`config.mk`:
```
export PLATFORM = sky130hd
export DESIGN_NAME = spiking_neuron_step_core
export DESIGN_NICKNAME = d
export VERILOG_FILES = /design/src/sns_pkg.sv /design/src/spiking_neuron_step_core.sv /design/src/sns_dp.sv /design/src/sns_ctrl.sv
export SDC_FILE = /design/constraint.sdc
export NUM_CORES = 2
export LEC_CHECK = 0
export ABC_AREA = 1
export BUFFER_PORTS_ARGS = -buffer_cell sky130_fd_sc_hd__buf_2
export CORE_MARGIN = 2
export CORE_UTILIZATION = 60
export DETAILED_ROUTE_END_ITERATION = 6
export GPL_TIMING_DRIVEN = 0
export MAX_ROUTING_LAYER = met4
export PLACE_DENSITY = 0.86
export SLEW_MARGIN = 20
export SYNTH_ARGS = -nofsm -noshare
export SYNTH_HDL_FRONTEND = slang
export SYNTH_SLANG_ARGS = --single-unit
```
`constraint.sdc`:
```
create_clock -name clk -period 11.94 [get_ports clk]
set_clock_uncertainty 0.1 [all_clocks]
set_input_delay 1.194 -clock clk [delete_from_list [all_inputs] [get_ports clk]]
set_output_delay 1.194 -clock clk [all_outputs]
set_load 0.05 [all_outputs]
```
`src/sns_pkg.sv`:
```
// Shared types, codes and fixed-point constants for the spiking neuron step core.
package sns_pkg;

	// Number format: signed Q8.24 values.
	localparam int VALUE_W = 32;
	localparam int FRAC_W  = 24;
	localparam int PROD_W  = 2 * VALUE_W;
	localparam int MAG_W   = PROD_W - FRAC_W;

	localparam logic signed [VALUE_W-1:0] VMAX = {1'b0, {(VALUE_W-1){1'b1}}};
	localparam logic signed [VALUE_W-1:0] VMIN = {1'b1, {(VALUE_W-1){1'b0}}};

	// FitzHugh-Nagumo constants a = -0.7 and b = 0.8, rounded to the fraction grid.
	localparam longint FHN_A_L = (-((longint'(7) << FRAC_W) + 5)) / 10;
	localparam longint FHN_B_L = ((longint'(8) << FRAC_W) + 5) / 10;
	localparam logic signed [VALUE_W-1:0] FHN_A = VALUE_W'(FHN_A_L);
	localparam logic signed [VALUE_W-1:0] FHN_B = VALUE_W'(FHN_B_L);

	// Reciprocals for division by 3 and by 12.5 (2/25), each followed by one correction.
	localparam int RECIP3_SH  = 33;
	localparam int RECIP25_SH = 35;
	localparam logic [VALUE_W-1:0] RECIP3  = VALUE_W'((longint'(1) << RECIP3_SH) / 3);
	localparam logic [VALUE_W-1:0] RECIP25 = VALUE_W'((longint'(1) << (RECIP25_SH + 1)) / 25);

	// Configuration port.
	localparam int CFG_IDX_W  = 3;
	localparam int CFG_DATA_W = 32;
	localparam int MODE_W     = 2;
	localparam int THRESH_W   = 31;
	localparam int GAIN_W     = 31;
	localparam int RATE_W     = 25;
	localparam int REFR_W     = 16;

	localparam logic [CFG_IDX_W-1:0] REG_MODEL  = 3'd0;
	localparam logic [CFG_IDX_W-1:0] REG_THRESH = 3'd1;
	localparam logic [CFG_IDX_W-1:0] REG_GAIN   = 3'd2;
	localparam logic [CFG_IDX_W-1:0] REG_LEAK   = 3'd3;
	localparam logic [CFG_IDX_W-1:0] REG_STEP   = 3'd4;
	localparam logic [CFG_IDX_W-1:0] REG_REFR   = 3'd5;

	localparam logic [MODE_W-1:0]   RST_MODEL  = 2'd0;
	localparam logic [THRESH_W-1:0] RST_THRESH = 31'd83886080;
	localparam logic [GAIN_W-1:0]   RST_GAIN   = 31'd16777216;
	localparam logic [RATE_W-1:0]   RST_LEAK   = 25'd167772;
	localparam logic [RATE_W-1:0]   RST_STEP   = 25'd5033165;
	localparam logic [REFR_W-1:0]   RST_REFR   = 16'd4410;

	// Model codes.
	localparam logic [MODE_W-1:0] MODE_IF  = 2'd0;
	localparam logic [MODE_W-1:0] MODE_LIF = 2'd1;
	localparam logic [MODE_W-1:0] MODE_FHN = 2'd2;

	// Multiplier operand selections.
	localparam int MUL_OP_W = 4;
	localparam logic [MUL_OP_W-1:0] MUL_NONE = 4'd0;
	localparam logic [MUL_OP_W-1:0] MUL_GI   = 4'd1;
	localparam logic [MUL_OP_W-1:0] MUL_KV   = 4'd2;
	localparam logic [MUL_OP_W-1:0] MUL_VV   = 4'd3;
	localparam logic [MUL_OP_W-1:0] MUL_TV   = 4'd4;
	localparam logic [MUL_OP_W-1:0] MUL_HT   = 4'd5;
	localparam logic [MUL_OP_W-1:0] MUL_BW   = 4'd6;
	localparam logic [MUL_OP_W-1:0] MUL_D3   = 4'd7;
	localparam logic [MUL_OP_W-1:0] MUL_D25  = 4'd8;

	// Post-multiply and register update operations.
	localparam int ALU_OP_W = 4;
	localparam logic [ALU_OP_W-1:0] ALU_NONE = 4'd0;
	localparam logic [ALU_OP_W-1:0] ALU_VADD = 4'd1;
	localparam logic [ALU_OP_W-1:0] ALU_UF   = 4'd2;
	localparam logic [ALU_OP_W-1:0] ALU_LG   = 4'd3;
	localparam logic [ALU_OP_W-1:0] ALU_VSUB = 4'd4;
	localparam logic [ALU_OP_W-1:0] ALU_TF   = 4'd5;
	localparam logic [ALU_OP_W-1:0] ALU_D3   = 4'd6;
	localparam logic [ALU_OP_W-1:0] ALU_DV1  = 4'd7;
	localparam logic [ALU_OP_W-1:0] ALU_DV2  = 4'd8;
	localparam logic [ALU_OP_W-1:0] ALU_DW   = 4'd9;
	localparam logic [ALU_OP_W-1:0] ALU_D25  = 4'd10;
	localparam logic [ALU_OP_W-1:0] ALU_WADD = 4'd11;
	localparam logic [ALU_OP_W-1:0] ALU_FIN  = 4'd12;

	// Controller to datapath command.
	typedef struct packed {
		logic                load_in;
		logic [MUL_OP_W-1:0] mul_op;
		logic [ALU_OP_W-1:0] alu_op;
	} sns_cmd_t;

	// Datapath to controller status.
	typedef struct packed {
		logic              held;
		logic [MODE_W-1:0] mode;
		logic              lif_small;
	} sns_stat_t;

endpackage

```
`src/spiking_neuron_step_core.sv`:
```
// Top level of the spiking neuron step core: controller, datapath and configuration port.
// Each accepted sample runs its model's multiply and update states, then a final state that
// registers the result and returns to idle for the next sample. Leaky integrate-and-fire adds
// a second leak only when 0 < v < threshold; held or unused-mode samples skip to the final state.
// One shared 32x32 multiplier, stepped one term at a time; a stalled result holds the final state.
// Reset is asynchronous: state clears, registers take defaults.
module spiking_neuron_step_core (
	input  logic                                 clk,
	input  logic                                 arst_n,
	input  logic                                 sample_valid,
	output logic                                 sample_stall,
	input  logic signed [sns_pkg::VALUE_W-1:0]   input_current,
	output logic                                 result_valid,
	input  logic                                 result_stall,
	output logic signed [sns_pkg::VALUE_W-1:0]   membrane,
	output logic                                 spike,
	output logic                                 refractory,
	input  logic                                 cfg_valid,
	output logic                                 cfg_ready,
	input  logic [sns_pkg::CFG_IDX_W-1:0]        cfg_index,
	input  logic [sns_pkg::CFG_DATA_W-1:0]       cfg_data
);
	import sns_pkg::*;

	sns_cmd_t  cmd;
	sns_stat_t stat;
	logic      cfg_we;

	// Register writes are taken in any cycle.
	assign cfg_ready = 1'b1;
	assign cfg_we    = cfg_valid && cfg_ready;

	sns_ctrl u_ctrl (
		.clk          (clk),
		.arst_n       (arst_n),
		.sample_valid (sample_valid),
		.sample_stall (sample_stall),
		.result_valid (result_valid),
		.result_stall (result_stall),
		.stat         (stat),
		.cmd          (cmd)
	);

	sns_dp u_dp (
		.clk           (clk),
		.arst_n        (arst_n),
		.cmd           (cmd),
		.stat          (stat),
		.cfg_we        (cfg_we),
		.cfg_index     (cfg_index),
		.cfg_data      (cfg_data),
		.input_current (input_current),
		.membrane      (membrane),
		.spike         (spike),
		.refractory    (refractory)
	);

endmodule

```
`src/sns_dp.sv`:
```
// Datapath of the spiking neuron step core: state, configuration, shared multiplier and ALU.
module sns_dp (
	input  logic                                 clk,
	input  logic                                 arst_n,
	input  sns_pkg::sns_cmd_t                    cmd,
	output sns_pkg::sns_stat_t                   stat,
	input  logic                                 cfg_we,
	input  logic [sns_pkg::CFG_IDX_W-1:0]        cfg_index,
	input  logic [sns_pkg::CFG_DATA_W-1:0]       cfg_data,
	input  logic signed [sns_pkg::VALUE_W-1:0]   input_current,
	output logic signed [sns_pkg::VALUE_W-1:0]   membrane,
	output logic                                 spike,
	output logic                                 refractory
);
	import sns_pkg::*;

	localparam logic [MAG_W-1:0] POS_LIM = MAG_W'(VMAX);
	localparam logic [MAG_W-1:0] NEG_LIM = POS_LIM + 1'b1;
	localparam int EXT_W = VALUE_W + 2;

	function automatic logic signed [VALUE_W-1:0] sat_add(
		input logic signed [VALUE_W-1:0] a,
		input logic signed [VALUE_W-1:0] b
	);
		logic signed [VALUE_W:0] s;
		s = {a[VALUE_W-1], a} + {b[VALUE_W-1], b};
		if (s[VALUE_W] != s[VALUE_W-1]) begin
			return s[VALUE_W] ? VMIN : VMAX;
		end
		return s[VALUE_W-1:0];
	endfunction

	function automatic logic signed [VALUE_W-1:0] sat_sub(
		input logic signed [VALUE_W-1:0] a,
		input logic signed [VALUE_W-1:0] b
	);
		logic signed [VALUE_W:0] s;
		s = {a[VALUE_W-1], a} - {b[VALUE_W-1], b};
		if (s[VALUE_W] != s[VALUE_W-1]) begin
			return s[VALUE_W] ? VMIN : VMAX;
		end
		return s[VALUE_W-1:0];
	endfunction

	function automatic logic [VALUE_W-1:0] mag_of(input logic signed [VALUE_W-1:0] a);
		return a[VALUE_W-1] ? ((~a) + 1'b1) : a;
	endfunction

	// State and configuration registers.
	logic signed [VALUE_W-1:0] v_q, w_q;
	logic [REFR_W-1:0]         refr_left_q;
	logic [MODE_W-1:0]         model_q;
	logic [THRESH_W-1:0]       thresh_q;
	logic [GAIN_W-1:0]         gain_q;
	logic [RATE_W-1:0]         leak_q;
	logic [RATE_W-1:0]         step_q;
	logic [REFR_W-1:0]         refr_len_q;

	// Working registers.
	logic signed [VALUE_W-1:0] cur_q, t_q, u_q;
	logic [PROD_W-1:0]         prod_q;
	logic                      neg_q;
	logic signed [VALUE_W-1:0] membrane_q;
	logic                      spike_q, refractory_q;

	logic [VALUE_W-1:0]        mul_a, mul_b, t_mag;
	logic                      mul_neg;
	logic [MAG_W-1:0]          f_mag;
	logic signed [VALUE_W-1:0] f_val, d3_val, d25_val;
	logic [VALUE_W-1:0]        q3_0, q3, q25_0, q25;
	logic [EXT_W-1:0]          q3_ext, r3, q25_ext, r25;
	logic signed [VALUE_W-1:0] thresh_s;
	logic                      fin_clear, fin_spike, fin_refr;
	logic signed [VALUE_W-1:0] fin_mem;
	logic [REFR_W-1:0]         fin_left;

	assign t_mag    = mag_of(t_q);
	assign thresh_s = $signed({1'b0, thresh_q});

	// Multiplier operand selection: magnitudes and result sign.
	always_comb begin
		mul_a   = '0;
		mul_b   = '0;
		mul_neg = 1'b0;
		case (cmd.mul_op)
			MUL_GI: begin
				mul_a   = VALUE_W'(gain_q);
				mul_b   = mag_of(cur_q);
				mul_neg = cur_q[VALUE_W-1];
			end
			MUL_KV: begin
				mul_a   = VALUE_W'(leak_q);
				mul_b   = mag_of(v_q);
				mul_neg = v_q[VALUE_W-1];
			end
			MUL_VV: begin
				mul_a   = mag_of(v_q);
				mul_b   = mag_of(v_q);
			end
			MUL_TV: begin
				mul_a   = t_mag;
				mul_b   = mag_of(v_q);
				mul_neg = t_q[VALUE_W-1] ^ v_q[VALUE_W-1];
			end
			MUL_HT: begin
				mul_a   = VALUE_W'(step_q);
				mul_b   = t_mag;
				mul_neg = t_q[VALUE_W-1];
			end
			MUL_BW: begin
				mul_a   = VALUE_W'(FHN_B);
				mul_b   = mag_of(w_q);
				mul_neg = w_q[VALUE_W-1];
			end
			MUL_D3: begin
				mul_a   = t_mag;
				mul_b   = RECIP3;
				mul_neg = t_q[VALUE_W-1];
			end
			MUL_D25: begin
				mul_a   = t_mag;
				mul_b   = RECIP25;
				mul_neg = t_q[VALUE_W-1];
			end
			default: ;
		endcase
	end

	// Fixed-point product: drop the fraction, saturate, apply the sign.
	always_comb begin
		f_mag = prod_q[PROD_W-1:FRAC_W];
		if (!neg_q) begin
			f_val = (f_mag > POS_LIM) ? VMAX : $signed(f_mag[VALUE_W-1:0]);
		end else begin
			f_val = (f_mag > NEG_LIM) ? VMIN : $signed((~f_mag[VALUE_W-1:0]) + 1'b1);
		end
	end

	// Division by 3 toward zero: reciprocal estimate plus one correction step.
	always_comb begin
		q3_0   = VALUE_W'(prod_q[PROD_W-1:RECIP3_SH]);
		q3_ext = EXT_W'(q3_0);
		r3     = EXT_W'(t_mag) - ((q3_ext << 1) + q3_ext);
		q3     = (r3 >= EXT_W'(3)) ? (q3_0 + 1'b1) : q3_0;
		d3_val = neg_q ? $signed((~q3) + 1'b1) : $signed(q3);
	end

	// Doubling then division by 25 toward zero, same scheme.
	always_comb begin
		q25_0   = VALUE_W'(prod_q[PROD_W-1:RECIP25_SH]);
		q25_ext = EXT_W'(q25_0);
		r25     = (EXT_W'(t_mag) << 1) - ((q25_ext << 4) + (q25_ext << 3) + q25_ext);
		q25     = (r25 >= EXT_W'(25)) ? (q25_0 + 1'b1) : q25_0;
		d25_val = neg_q ? $signed((~q25) + 1'b1) : $signed(q25);
	end

	// End of step: refractory countdown, threshold test and result values.
	always_comb begin
		fin_clear = 1'b0;
		fin_spike = 1'b0;
		fin_refr  = 1'b0;
		fin_mem   = v_q;
		fin_left  = refr_left_q;
		if (refr_left_q != '0) begin
			fin_left = refr_left_q - 1'b1;
			fin_refr = 1'b1;
			if (refr_left_q == REFR_W'(1)) begin
				fin_clear = 1'b1;
				fin_mem   = '0;
			end
		end else if (v_q > thresh_s) begin
			fin_spike = 1'b1;
			fin_left  = refr_len_q;
			if (refr_len_q == '0) begin
				fin_clear = 1'b1;
				fin_mem   = '0;
			end else begin
				fin_refr  = 1'b1;
			end
		end
	end

	// Neuron state and configuration registers.
	always_ff @(posedge clk or negedge arst_n) begin
		if (!arst_n) begin
			v_q         <= '0;
			w_q         <= '0;
			refr_left_q <= '0;
			model_q     <= RST_MODEL;
			thresh_q    <= RST_THRESH;
			gain_q      <= RST_GAIN;
			leak_q      <= RST_LEAK;
			step_q      <= RST_STEP;
			refr_len_q  <= RST_REFR;
		end else begin
			case (cmd.alu_op)
				ALU_VADD: v_q <= sat_add(v_q, f_val);
				ALU_LG:   v_q <= sat_sub(sat_add(v_q, f_val), u_q);
				ALU_VSUB: v_q <= sat_sub(v_q, f_val);
				ALU_WADD: w_q <= sat_add(w_q, t_q);
				ALU_FIN: begin
					refr_left_q <= fin_left;
					if (fin_clear) begin
						v_q <= '0;
						w_q <= '0;
					end
				end
				default: ;
			endcase
			if (cfg_we) begin
				unique case (cfg_index)
					REG_MODEL: begin
						model_q <= cfg_data[MODE_W-1:0];
						v_q     <= '0;
						w_q     <= '0;
					end
					REG_THRESH: thresh_q   <= cfg_data[THRESH_W-1:0];
					REG_GAIN:   gain_q     <= cfg_data[GAIN_W-1:0];
					REG_LEAK:   leak_q     <= cfg_data[RATE_W-1:0];
					REG_STEP:   step_q     <= cfg_data[RATE_W-1:0];
					REG_REFR:   refr_len_q <= cfg_data[REFR_W-1:0];
					default: ;
				endcase
			end
		end
	end

	// Working registers, product register and result register.
	always_ff @(posedge clk) begin
		if (cmd.load_in) begin
			cur_q <= input_current;
		end
		if (cmd.mul_op != MUL_NONE) begin
			prod_q <= PROD_W'(mul_a) * PROD_W'(mul_b);
			neg_q  <= mul_neg;
		end
		case (cmd.alu_op)
			ALU_UF:  u_q <= f_val;
			ALU_TF:  t_q <= f_val;
			ALU_D3:  t_q <= d3_val;
			ALU_DV1: t_q <= sat_sub(sat_sub(v_q, t_q), w_q);
			ALU_DV2: t_q <= sat_add(t_q, cur_q);
			ALU_DW:  t_q <= sat_sub(sat_sub(v_q, FHN_A), u_q);
			ALU_D25: t_q <= d25_val;
			ALU_FIN: begin
				membrane_q   <= fin_mem;
				spike_q      <= fin_spike;
				refractory_q <= fin_refr;
			end
			default: ;
		endcase
	end

	assign membrane   = membrane_q;
	assign spike      = spike_q;
	assign refractory = refractory_q;

	assign stat.held      = (refr_left_q != '0);
	assign stat.mode      = model_q;
	assign stat.lif_small = (v_q > 0) && (v_q < thresh_s);

`ifndef SYNTHESIS
	// A held sample must not run any model update.
	a_held_no_update: assert property (@(posedge clk) disable iff (!arst_n)
		(refr_left_q != '0) |-> (cmd.alu_op == ALU_NONE || cmd.alu_op == ALU_FIN))
		else $error("model update issued while refractory");

	// The refractory count moves only at the end of a step.
	a_refr_stable: assert property (@(posedge clk) disable iff (!arst_n)
		(cmd.alu_op != ALU_FIN) |=> $stable(refr_left_q))
		else $error("refractory count changed outside step end");

	// The model selection changes only through a configuration transfer.
	a_model_stable: assert property (@(posedge clk) disable iff (!arst_n)
		!cfg_we |=> $stable(model_q))
		else $error("model selection changed without a write");
`endif

endmodule

```
`src/sns_ctrl.sv`:
```
// Controller of the spiking neuron step core: sequences multiplier and ALU steps per sample.
module sns_ctrl (
	input  logic               clk,
	input  logic               arst_n,
	input  logic               sample_valid,
	output logic               sample_stall,
	output logic               result_valid,
	input  logic               result_stall,
	input  sns_pkg::sns_stat_t stat,
	output sns_pkg::sns_cmd_t  cmd
);
	import sns_pkg::*;

	localparam int ST_W = 5;
	localparam logic [ST_W-1:0] ST_IDLE      = 5'd0;
	localparam logic [ST_W-1:0] ST_IF_M      = 5'd1;
	localparam logic [ST_W-1:0] ST_IF_A      = 5'd2;
	localparam logic [ST_W-1:0] ST_LK1_M     = 5'd3;
	localparam logic [ST_W-1:0] ST_LK1_A     = 5'd4;
	localparam logic [ST_W-1:0] ST_LG_M      = 5'd5;
	localparam logic [ST_W-1:0] ST_LG_A      = 5'd6;
	localparam logic [ST_W-1:0] ST_LK2_M     = 5'd7;
	localparam logic [ST_W-1:0] ST_LK2_A     = 5'd8;
	localparam logic [ST_W-1:0] ST_FN_VV_M   = 5'd9;
	localparam logic [ST_W-1:0] ST_FN_VV_A   = 5'd10;
	localparam logic [ST_W-1:0] ST_FN_TV_M   = 5'd11;
	localparam logic [ST_W-1:0] ST_FN_TV_A   = 5'd12;
	localparam logic [ST_W-1:0] ST_FN_D3_M   = 5'd13;
	localparam logic [ST_W-1:0] ST_FN_D3_A   = 5'd14;
	localparam logic [ST_W-1:0] ST_FN_DV1    = 5'd15;
	localparam logic [ST_W-1:0] ST_FN_DV2    = 5'd16;
	localparam logic [ST_W-1:0] ST_FN_HV_M   = 5'd17;
	localparam logic [ST_W-1:0] ST_FN_HV_A   = 5'd18;
	localparam logic [ST_W-1:0] ST_FN_BW_M   = 5'd19;
	localparam logic [ST_W-1:0] ST_FN_BW_A   = 5'd20;
	localparam logic [ST_W-1:0] ST_FN_DW     = 5'd21;
	localparam logic [ST_W-1:0] ST_FN_HW_M   = 5'd22;
	localparam logic [ST_W-1:0] ST_FN_HW_A   = 5'd23;
	localparam logic [ST_W-1:0] ST_FN_D25_M  = 5'd24;
	localparam logic [ST_W-1:0] ST_FN_D25_A  = 5'd25;
	localparam logic [ST_W-1:0] ST_FN_WADD   = 5'd26;
	localparam logic [ST_W-1:0] ST_FIN       = 5'd27;

	logic [ST_W-1:0] state_q, state_d;
	logic            result_valid_q;
	logic            out_free;

	assign out_free = !result_valid_q || !result_stall;

	// Next state and command decode.
	always_comb begin
		cmd          = '0;
		state_d      = state_q;
		sample_stall = 1'b1;
		unique case (state_q)
			ST_IDLE: begin
				sample_stall = 1'b0;
				if (sample_valid) begin
					cmd.load_in = 1'b1;
					if (stat.held) begin
						state_d = ST_FIN;
					end else begin
						unique case (stat.mode)
							MODE_IF:  state_d = ST_IF_M;
							MODE_LIF: state_d = ST_LK1_M;
							MODE_FHN: state_d = ST_FN_VV_M;
							default:  state_d = ST_FIN;
						endcase
					end
				end
			end
			// Integrate-and-fire.
			ST_IF_M: begin
				cmd.mul_op = MUL_GI;
				state_d    = ST_IF_A;
			end
			ST_IF_A: begin
				cmd.alu_op = ALU_VADD;
				state_d    = ST_FIN;
			end
			// Leaky integrate-and-fire.
			ST_LK1_M: begin
				cmd.mul_op = MUL_KV;
				state_d    = ST_LK1_A;
			end
			ST_LK1_A: begin
				cmd.alu_op = ALU_UF;
				state_d    = ST_LG_M;
			end
			ST_LG_M: begin
				cmd.mul_op = MUL_GI;
				state_d    = ST_LG_A;
			end
			ST_LG_A: begin
				cmd.alu_op = ALU_LG;
				state_d    = ST_LK2_M;
			end
			ST_LK2_M: begin
				cmd.mul_op = MUL_KV;
				state_d    = stat.lif_small ? ST_LK2_A : ST_FIN;
			end
			ST_LK2_A: begin
				cmd.alu_op = ALU_VSUB;
				state_d    = ST_FIN;
			end
			// FitzHugh-Nagumo: cubic term first.
			ST_FN_VV_M: begin
				cmd.mul_op = MUL_VV;
				state_d    = ST_FN_VV_A;
			end
			ST_FN_VV_A: begin
				cmd.alu_op = ALU_TF;
				state_d    = ST_FN_TV_M;
			end
			ST_FN_TV_M: begin
				cmd.mul_op = MUL_TV;
				state_d    = ST_FN_TV_A;
			end
			ST_FN_TV_A: begin
				cmd.alu_op = ALU_TF;
				state_d    = ST_FN_D3_M;
			end
			ST_FN_D3_M: begin
				cmd.mul_op = MUL_D3;
				state_d    = ST_FN_D3_A;
			end
			ST_FN_D3_A: begin
				cmd.alu_op = ALU_D3;
				state_d    = ST_FN_DV1;
			end
			ST_FN_DV1: begin
				cmd.alu_op = ALU_DV1;
				state_d    = ST_FN_DV2;
			end
			ST_FN_DV2: begin
				cmd.alu_op = ALU_DV2;
				state_d    = ST_FN_HV_M;
			end
			// Potential step, then the recovery step from the new potential.
			ST_FN_HV_M: begin
				cmd.mul_op = MUL_HT;
				state_d    = ST_FN_HV_A;
			end
			ST_FN_HV_A: begin
				cmd.alu_op = ALU_VADD;
				state_d    = ST_FN_BW_M;
			end
			ST_FN_BW_M: begin
				cmd.mul_op = MUL_BW;
				state_d    = ST_FN_BW_A;
			end
			ST_FN_BW_A: begin
				cmd.alu_op = ALU_UF;
				state_d    = ST_FN_DW;
			end
			ST_FN_DW: begin
				cmd.alu_op = ALU_DW;
				state_d    = ST_FN_HW_M;
			end
			ST_FN_HW_M: begin
				cmd.mul_op = MUL_HT;
				state_d    = ST_FN_HW_A;
			end
			ST_FN_HW_A: begin
				cmd.alu_op = ALU_TF;
				state_d    = ST_FN_D25_M;
			end
			ST_FN_D25_M: begin
				cmd.mul_op = MUL_D25;
				state_d    = ST_FN_D25_A;
			end
			ST_FN_D25_A: begin
				cmd.alu_op = ALU_D25;
				state_d    = ST_FN_WADD;
			end
			ST_FN_WADD: begin
				cmd.alu_op = ALU_WADD;
				state_d    = ST_FIN;
			end
			// Close the step once the result register can take it.
			ST_FIN: begin
				if (out_free) begin
					cmd.alu_op = ALU_FIN;
					state_d    = ST_IDLE;
				end
			end
			default: state_d = ST_IDLE;
		endcase
	end

	// State register and result valid flag.
	always_ff @(posedge clk or negedge arst_n) begin
		if (!arst_n) begin
			state_q        <= ST_IDLE;
			result_valid_q <= 1'b0;
		end else begin
			state_q <= state_d;
			if (cmd.alu_op == ALU_FIN) begin
				result_valid_q <= 1'b1;
			end else if (!result_stall) begin
				result_valid_q <= 1'b0;
			end
		end
	end

	assign result_valid = result_valid_q;

`ifndef SYNTHESIS
	// A waiting result is never dropped.
	a_result_kept: assert property (@(posedge clk) disable iff (!arst_n)
		(result_valid_q && result_stall) |=> result_valid_q)
		else $error("stalled result was lost");

	// An accepted sample always leaves the idle state.
	a_accept_busy: assert property (@(posedge clk) disable iff (!arst_n)
		cmd.load_in |=> (state_q != ST_IDLE))
		else $error("accepted sample not processed");

	// Samples are taken only while the controller is idle.
	a_stall_busy: assert property (@(posedge clk) disable iff (!arst_n)
		sample_stall == (state_q != ST_IDLE))
		else $error("sample stall out of step with the controller");
`endif

endmodule

```
; After elaboration in Yosys (flattened, before gate mapping)
; Index checks and enable logic that the tools add are counted.
; Widths: inputs -> output; s select.
[totals]
reg_bits = 411
out_inout_bits = 37
input_bits = 72
[op_classes]
muxes = 100
n_lt_le_gt_ge = 7
n_reduce_logical = 30
multipliers = 1
n_eq_ne = 67
n_addsub = 24
bitwise_logic = 8
[ops]
columns = cell, count
row1 = $mux 32, 52
row2 = $pmux 32 s6, 3
row3 = $add 32x1->32 const B, 7
row4 = $not 32->32, 7
row5 = $sub 32x32->33, 5
row6 = $pmux 5 s26, 1
row7 = $pmux 32 s4, 1
row8 = $add 32x32->33, 3
row9 = $mul 32x32->64, 1
row10 = $pmux 32 s2, 1
row11 = $eq 5x5->1 const B, 12
row12 = $pmux 4 s12, 1
row13 = $eq 5x4->1 const B, 8
row14 = $gt 40x31->1 const B, 1
row15 = $gt 40x32->1 const B, 1
row16 = $add 33x32->34, 1
row17 = $add 34x29->34, 1
row18 = $ge 34x2->1 const B, 1
row19 = $ge 34x5->1 const B, 1
row20 = $sub 32x34->34, 1
row21 = $sub 33x34->34, 1
row22 = $add 32x31->33, 1
row23 = $sub 32x25->33 const B, 1
row24 = $add 31x1->32 const B, 1
row25 = 43 further kinds, 124

; Longest topological paths before layout
[logic_depth]
depth_word = 18
depth_mapped = 65

; By module
; From an unflattened synthesis, not the netlist that was laid out.
[hier_totals]
cells_unflattened = 11808
area_unflattened_um2 = 82955.8
[modules_own_cells]
columns = mod, seq_area_each_um2, cells_per_inst, area_each_um2, n_inst
row1 = sns_dp, 10428.8, 11670, 82202.6, 1
row2 = sns_ctrl, 150.1, 136, 742.0, 1
row3 = spiking_neuron_step_core, 0.0, 2, 11.3, 1

; Worst setup path before layout
; Ideal clock, no wire load.
[synth_timing]
kind = reg-to-reg
startpoint = reg u_dp.t_q[1]
endpoint = reg u_dp.prod_q[57] (data pin)
n_path_buf = 1
period_less_slack_ps = 9348
t_arrival_ps = 8989
required_time_ps = 11581
stages_incl_launch_ff = 37
setup_slack_ps = 2592
setup_time_ps = 259
path_cell_list = edfxtp_1 -> inv_1 -> ha_1 -> inv_1 -> nor3_1 -> nand3_1 -> nor3_1 -> nand4_1 -> nand3b_1 -> o41ai_1 -> o21ai_0 -> xor2_1 -> inv_1 -> o211ai_1 -> clkbuf_1 -> nand2_1 -> fa_1 -> inv_1 -> fa_1 -> inv_1 -> fa_1 -> fa_1 -> inv_1 -> fa_1 -> fa_1 -> fa_1 -> inv_1 -> fa_1 -> inv_1 -> ha_1 -> nand2_1 -> nor2_1 -> nand2_1 -> o41ai_1 -> nand2_1 -> nand2_1 -> xor2_1
[synth_between]
elab_chain_len = 5
[synth_lines]
columns = element, line
row1 = "start, declared", sns_dp.sv:60  ; logic signed [VALUE_W-1:0] cur_q, t_q, u_q;
row2 = "start signal, assigned", sns_dp.sv:239  ; ALU_TF: t_q <= f_val;
row3 = "start signal, assigned", sns_dp.sv:240  ; ALU_D3: t_q <= d3_val;
row4 = "start signal, assigned", sns_dp.sv:241  ; ALU_DV1: t_q <= sat_sub(sat_sub(v_q, t_q), w_q);
row5 = $not 32->32, sns_dp.sv:46  ; return a[VALUE_W-1] ? ((~a) + 1'b1) : a;
row6 = $add 32x1->32, sns_dp.sv:46
row7 = $mux 32 *, sns_dp.sv:46
row8 = $pmux 32 s6, sns_dp.sv:85  ; case (cmd.mul_op)
row9 = $mul 32x32->64 *, sns_dp.sv:234  ; prod_q <= PROD_W'(mul_a) * PROD_W'(mul_b);
row10 = "end signal, assigned", sns_dp.sv:234
row11 = "end, declared", sns_dp.sv:61  ; logic [PROD_W-1:0] prod_q;
; Mark *: on every way between the ends. The rest lies on a longest branch, timed or not.
; A chain may end at the register's enable or synchronous reset.

; Worst setup path after layout
[layout_timing]
startpoint = reg u_dp.t_q[4]
endpoint = reg u_dp.prod_q[48] (data pin)
; The elaborated chain is that of the path after synthesis.

==> results.py <==
metrics = {
    "timing": {
        "slew_headroom": -0.01236,
        "fmax_mhz": 83.38,
        "fin_crit_ns": 11.99,
        "rsz0062_at_grt": "yes",
        "period_share": 1.005,
        "setup_slack_ns": -0.05392,
        "maxSlewViolCount": 3,
        "finalHoldViolCount": 0,
        "tightest_slew_ns": 1.505,
        "whs_ns": 0.3183,
        "setup_violations": 2,
    },
    "cells_and_area": {
        "final.fill_count": 12439,
        "multi_input_area_um2": 62430,
        "area_growth_pct": 6.861,
        "seq_area_um2": 10580,
        "final_cell_mix": "nand2_1 (2666), inv_1 (2209), nor2_1 (1252)",
        "layout_commonest_cell": "nand2_1",
        "layout.nets": 13676,
        "fin_cells": 13855,
        "drive_gt1_frac": 0.04819,
    },
    "detailed_routing": {
        "dr.pass1.iters": 7,
        "dr.first_iter.drc_count": 13899,
        "drc": 661,
        "vias_per_cell": 6.359,
        "drt_wl_total_um": 386200,
        "post_drt_wl_per_cell_um": 27.88,
        "drt.antenna.violating_nets": 0,
        "vias": 88102,
    },
    "critical_path": {
        "cp_top_family": "adder cells",
        "end_kind": "flip-flop",
        "cp_slowest_cell": "clkbuf_1",
        "cpMostUsedCell": "inv_1",
        "max_stage_delay_ns": 0.84,
        "ff2ff_setup_slack_ns": -0.05,
        "path_buf_inv": 11,
        "critPathLaunchType": "flip-flop",
        "arrival_ns": 12.34,
        "cp.required_ns": 12.28,
        "cp_max_fo": 10,
        "setup.worst_path.class": "reg -> reg",
    },
    "synthesis": {
        "ys_seq_area_frac": 0.1283,
        "netlist_area_um2": 82480,
        "synth_flop_cell": "dfrtp_1",
        "synth_warnings": 0,
        "synth_area_per_cell_um2": 7.018,
        "synth_nets": 13472,
        "synth-seq-cells": 387,
        "ys_async_sr_fraction": 0.5581,
        "synth_cell_type_count": 76,
        "synth_edf_count": 171,
        "synth_cells": 11752,
    },
    "status": {
        "status": "finished with violations",
        "violations": "DRC, capacitance limit, slew limit, setup timing",
    },
    "clock_tree": {
        "htree_levels": 2,
        "clk_path_buf_depth": 3,
        "cts.clk_slew.worst_paths_ns": 0.08,
        "cts_root_buf": "clkbuf_16",
        "tritoncts": "built",
        "clkLatencyLatePin_ns": 0.66,
        "cts.sinks": 387,
        "numCtsBuffers": 45,
    },
    "global_routing": {
        "grt_pass1_wl_um": 554400,
        "grt_max_degree": 105,
        "grt_usage": 0.5583,
        "grt.overflow.total": 0,
        "antenna_found_initial": 40,
        "grt_pass1_vias": 84191,
    },
    "placed_design": {
        "globalplace.congestion": 1.233,
        "port_buffers": 106,
        "dpl.cell_count": 13682,
        "place.detailed.hpwl_um": 321000,
    },
    "floorplanning": {
        "die_w_um": 374.8,
        "die_h_um": 374.8,
        "fp-row-count": 136,
        "ios": 109,
        "initial_core_util": 0.6021,
        "die_area_um2": 140400,
        "core_area_um2": 137000,
    },
    "min_path": {
        "min_path_type": "in -> async",
    },
    "run": {
        "drv_cap": 1,
    },
}
## final timing paths
kind / start / end / depth (start not counted)
min: arst_n / u_dp.v_q[9]$_DFF_PN0_ / 1
max reg2reg: u_dp.t_q[4]$_DFFE_PP_ / u_dp.prod_q[48]$_DFFE_PP_ / 40
min reg2reg: u_dp.thresh_q[21]$_DFFE_PN0P_ / u_dp.thresh_q[21]$_DFFE_PN0P_ / 2
max in group asynchronous: arst_n / u_dp.step_q[14]$_DFFE_PN1P_ / 3
max: u_dp.t_q[4]$_DFFE_PP_ / u_dp.prod_q[48]$_DFFE_PP_ / 40
min in group clk: u_dp.thresh_q[21]$_DFFE_PN0P_ / u_dp.thresh_q[21]$_DFFE_PN0P_ / 2
## layout make-up
| class | count | area share |
|---|---|---|
| multi-input cells | 8741 | 0.7083 |
| clock inverters | 34 | 0.004103 |
| flip-flops and latches | 387 | 0.1200 |
| clock buffers | 50 | 0.01322 |
| diodes | 68 | 0.001931 |
| inverters | 2243 | 0.09569 |
| repair buffers | 161 | 0.01269 |
| well taps | 1794 | 0.02547 |
| plain buffers | 377 | 0.01860 |
## routing by layer
| layer | track usage | up-vias | share of wire |
|---|---|---|---|
| li1 | - | 37275 | - |
| met1 | 0.6499 | 41349 | 0.34 |
| met2 | 0.7476 | 7366 | 0.38 |
| met3 | 0.2587 | 2112 | 0.17 |
| met4 | 0.4102 | 0 | 0.10 |
| met5 | - | - | 0 |
## through the flow
| stage | utilization | worst slack [ns] | instance area (um^2) | setup TNS [ns] |
|---|---|---|---|---|
| after global routing | 0.6432 | -0.05067 | 88100 | -0.08569 |
| final | 0.6434 | -0.05392 | 88140 | -0.05597 |
| after CTS | 0.6384 | 0.02631 | 87450 | 0 |
| after floorplan | - | 2.592 | 82480 | 0 |
| after detailed placement | 0.6264 | -1.441 | 85800 | -28.14 |
| after global placement | 0.6224 | -1.636 | 85250 | -39.31 |
## cell usage after synthesis, drive strengths merged, types with 8 or more instances
| cell | instances | area [um^2] |
|---|---|---|
| and3 | 19 | 118.9 |
| a22o | 13 | 113.9 |
| nor2 | 1286 | 4875 |
| a21oi | 655 | 3282 |
| o22ai | 8 | 56.30 |
| o221ai | 16 | 140.1 |
| nand3b | 43 | 322.8 |
| or2 | 27 | 168.9 |
| dfstp | 31 | 814.5 |
| a22oi | 22 | 165.2 |
| o21ai | 706 | 3631 |
| a21boi | 27 | 202.7 |
| buf | 89 | 479.2 |
| ha | 688 | 8608 |
| nand2 | 2696 | 10210 |
| inv | 2221 | 8337 |
| a221oi | 16 | 140.1 |
| o21a | 40 | 300.3 |
| dfrtp | 185 | 4629 |
| o211ai | 31 | 232.7 |
| nor3 | 129 | 680.7 |
| a21o | 21 | 157.7 |
| clkbuf | 292 | 1097 |
| a211oi | 21 | 157.7 |
| edfxtp | 171 | 5135 |
| clkinv | 22 | 82.58 |
| o21bai | 30 | 229.0 |
| nor4 | 44 | 275.3 |
| nand4 | 157 | 1001 |
| and2 | 11 | 68.82 |
| nand3 | 476 | 2415 |
| xor2 | 375 | 3284 |
| a31oi | 44 | 275.3 |
| fa | 960 | 19220 |
| xnor2 | 120 | 1051 |
| o31ai | 19 | 157.7 |
## sequential cells by signal, indices dropped and copies added, names as in the netlist
signal	flops
u_dp.model_q	2
u_dp.gain_q	31
u_dp.v_q	32
u_dp.refractory	1
u_dp.prod_q	40
u_dp.t_q	32
u_ctrl.state_q	5
u_dp.neg_q	1
u_dp.membrane	32
u_dp.refr_len_q	16
u_dp.w_q	32
u_dp.u_q	32
u_dp.leak_q	25
u_dp.cur_q	32
u_dp.step_q	25
u_ctrl.result_valid	1
u_dp.thresh_q	31
u_dp.refr_left_q	16
u_dp.spike	1
## kinds of logic (layout without fill, tap and decap cells)
family / count (synthesis) / after routing / share of synthesized area
other: 1 / 69 / 0.00004547
DFF: 387 / 387 / 0.1283
AOI/OAI and AO/OA: 1696 / 1696 / 0.1150
adders and majority gates: 1648 / 1648 / 0.3374
xor gates and xnor gates: 495 / 495 / 0.05256
and+or+nand+nor: 4901 / 4901 / 0.2456
buffers and inverters: 2624 / 2865 / 0.1212
## repair_timing
| action | in CTS | in global routing |
|---|---|---|
| hold buffers | 0 | 0 |
| resized for setup | 15 | 120 |
| pin swaps | 1 | 5 |
| setup endpoints to repair | 35 | 71 |
| setup buffers | 5 | 17 |
| hold endpoints to repair | 0 | 0 |
Power is not shown: default switching activity piles up to over one toggle a cycle in this logic, so the estimate is an artifact.
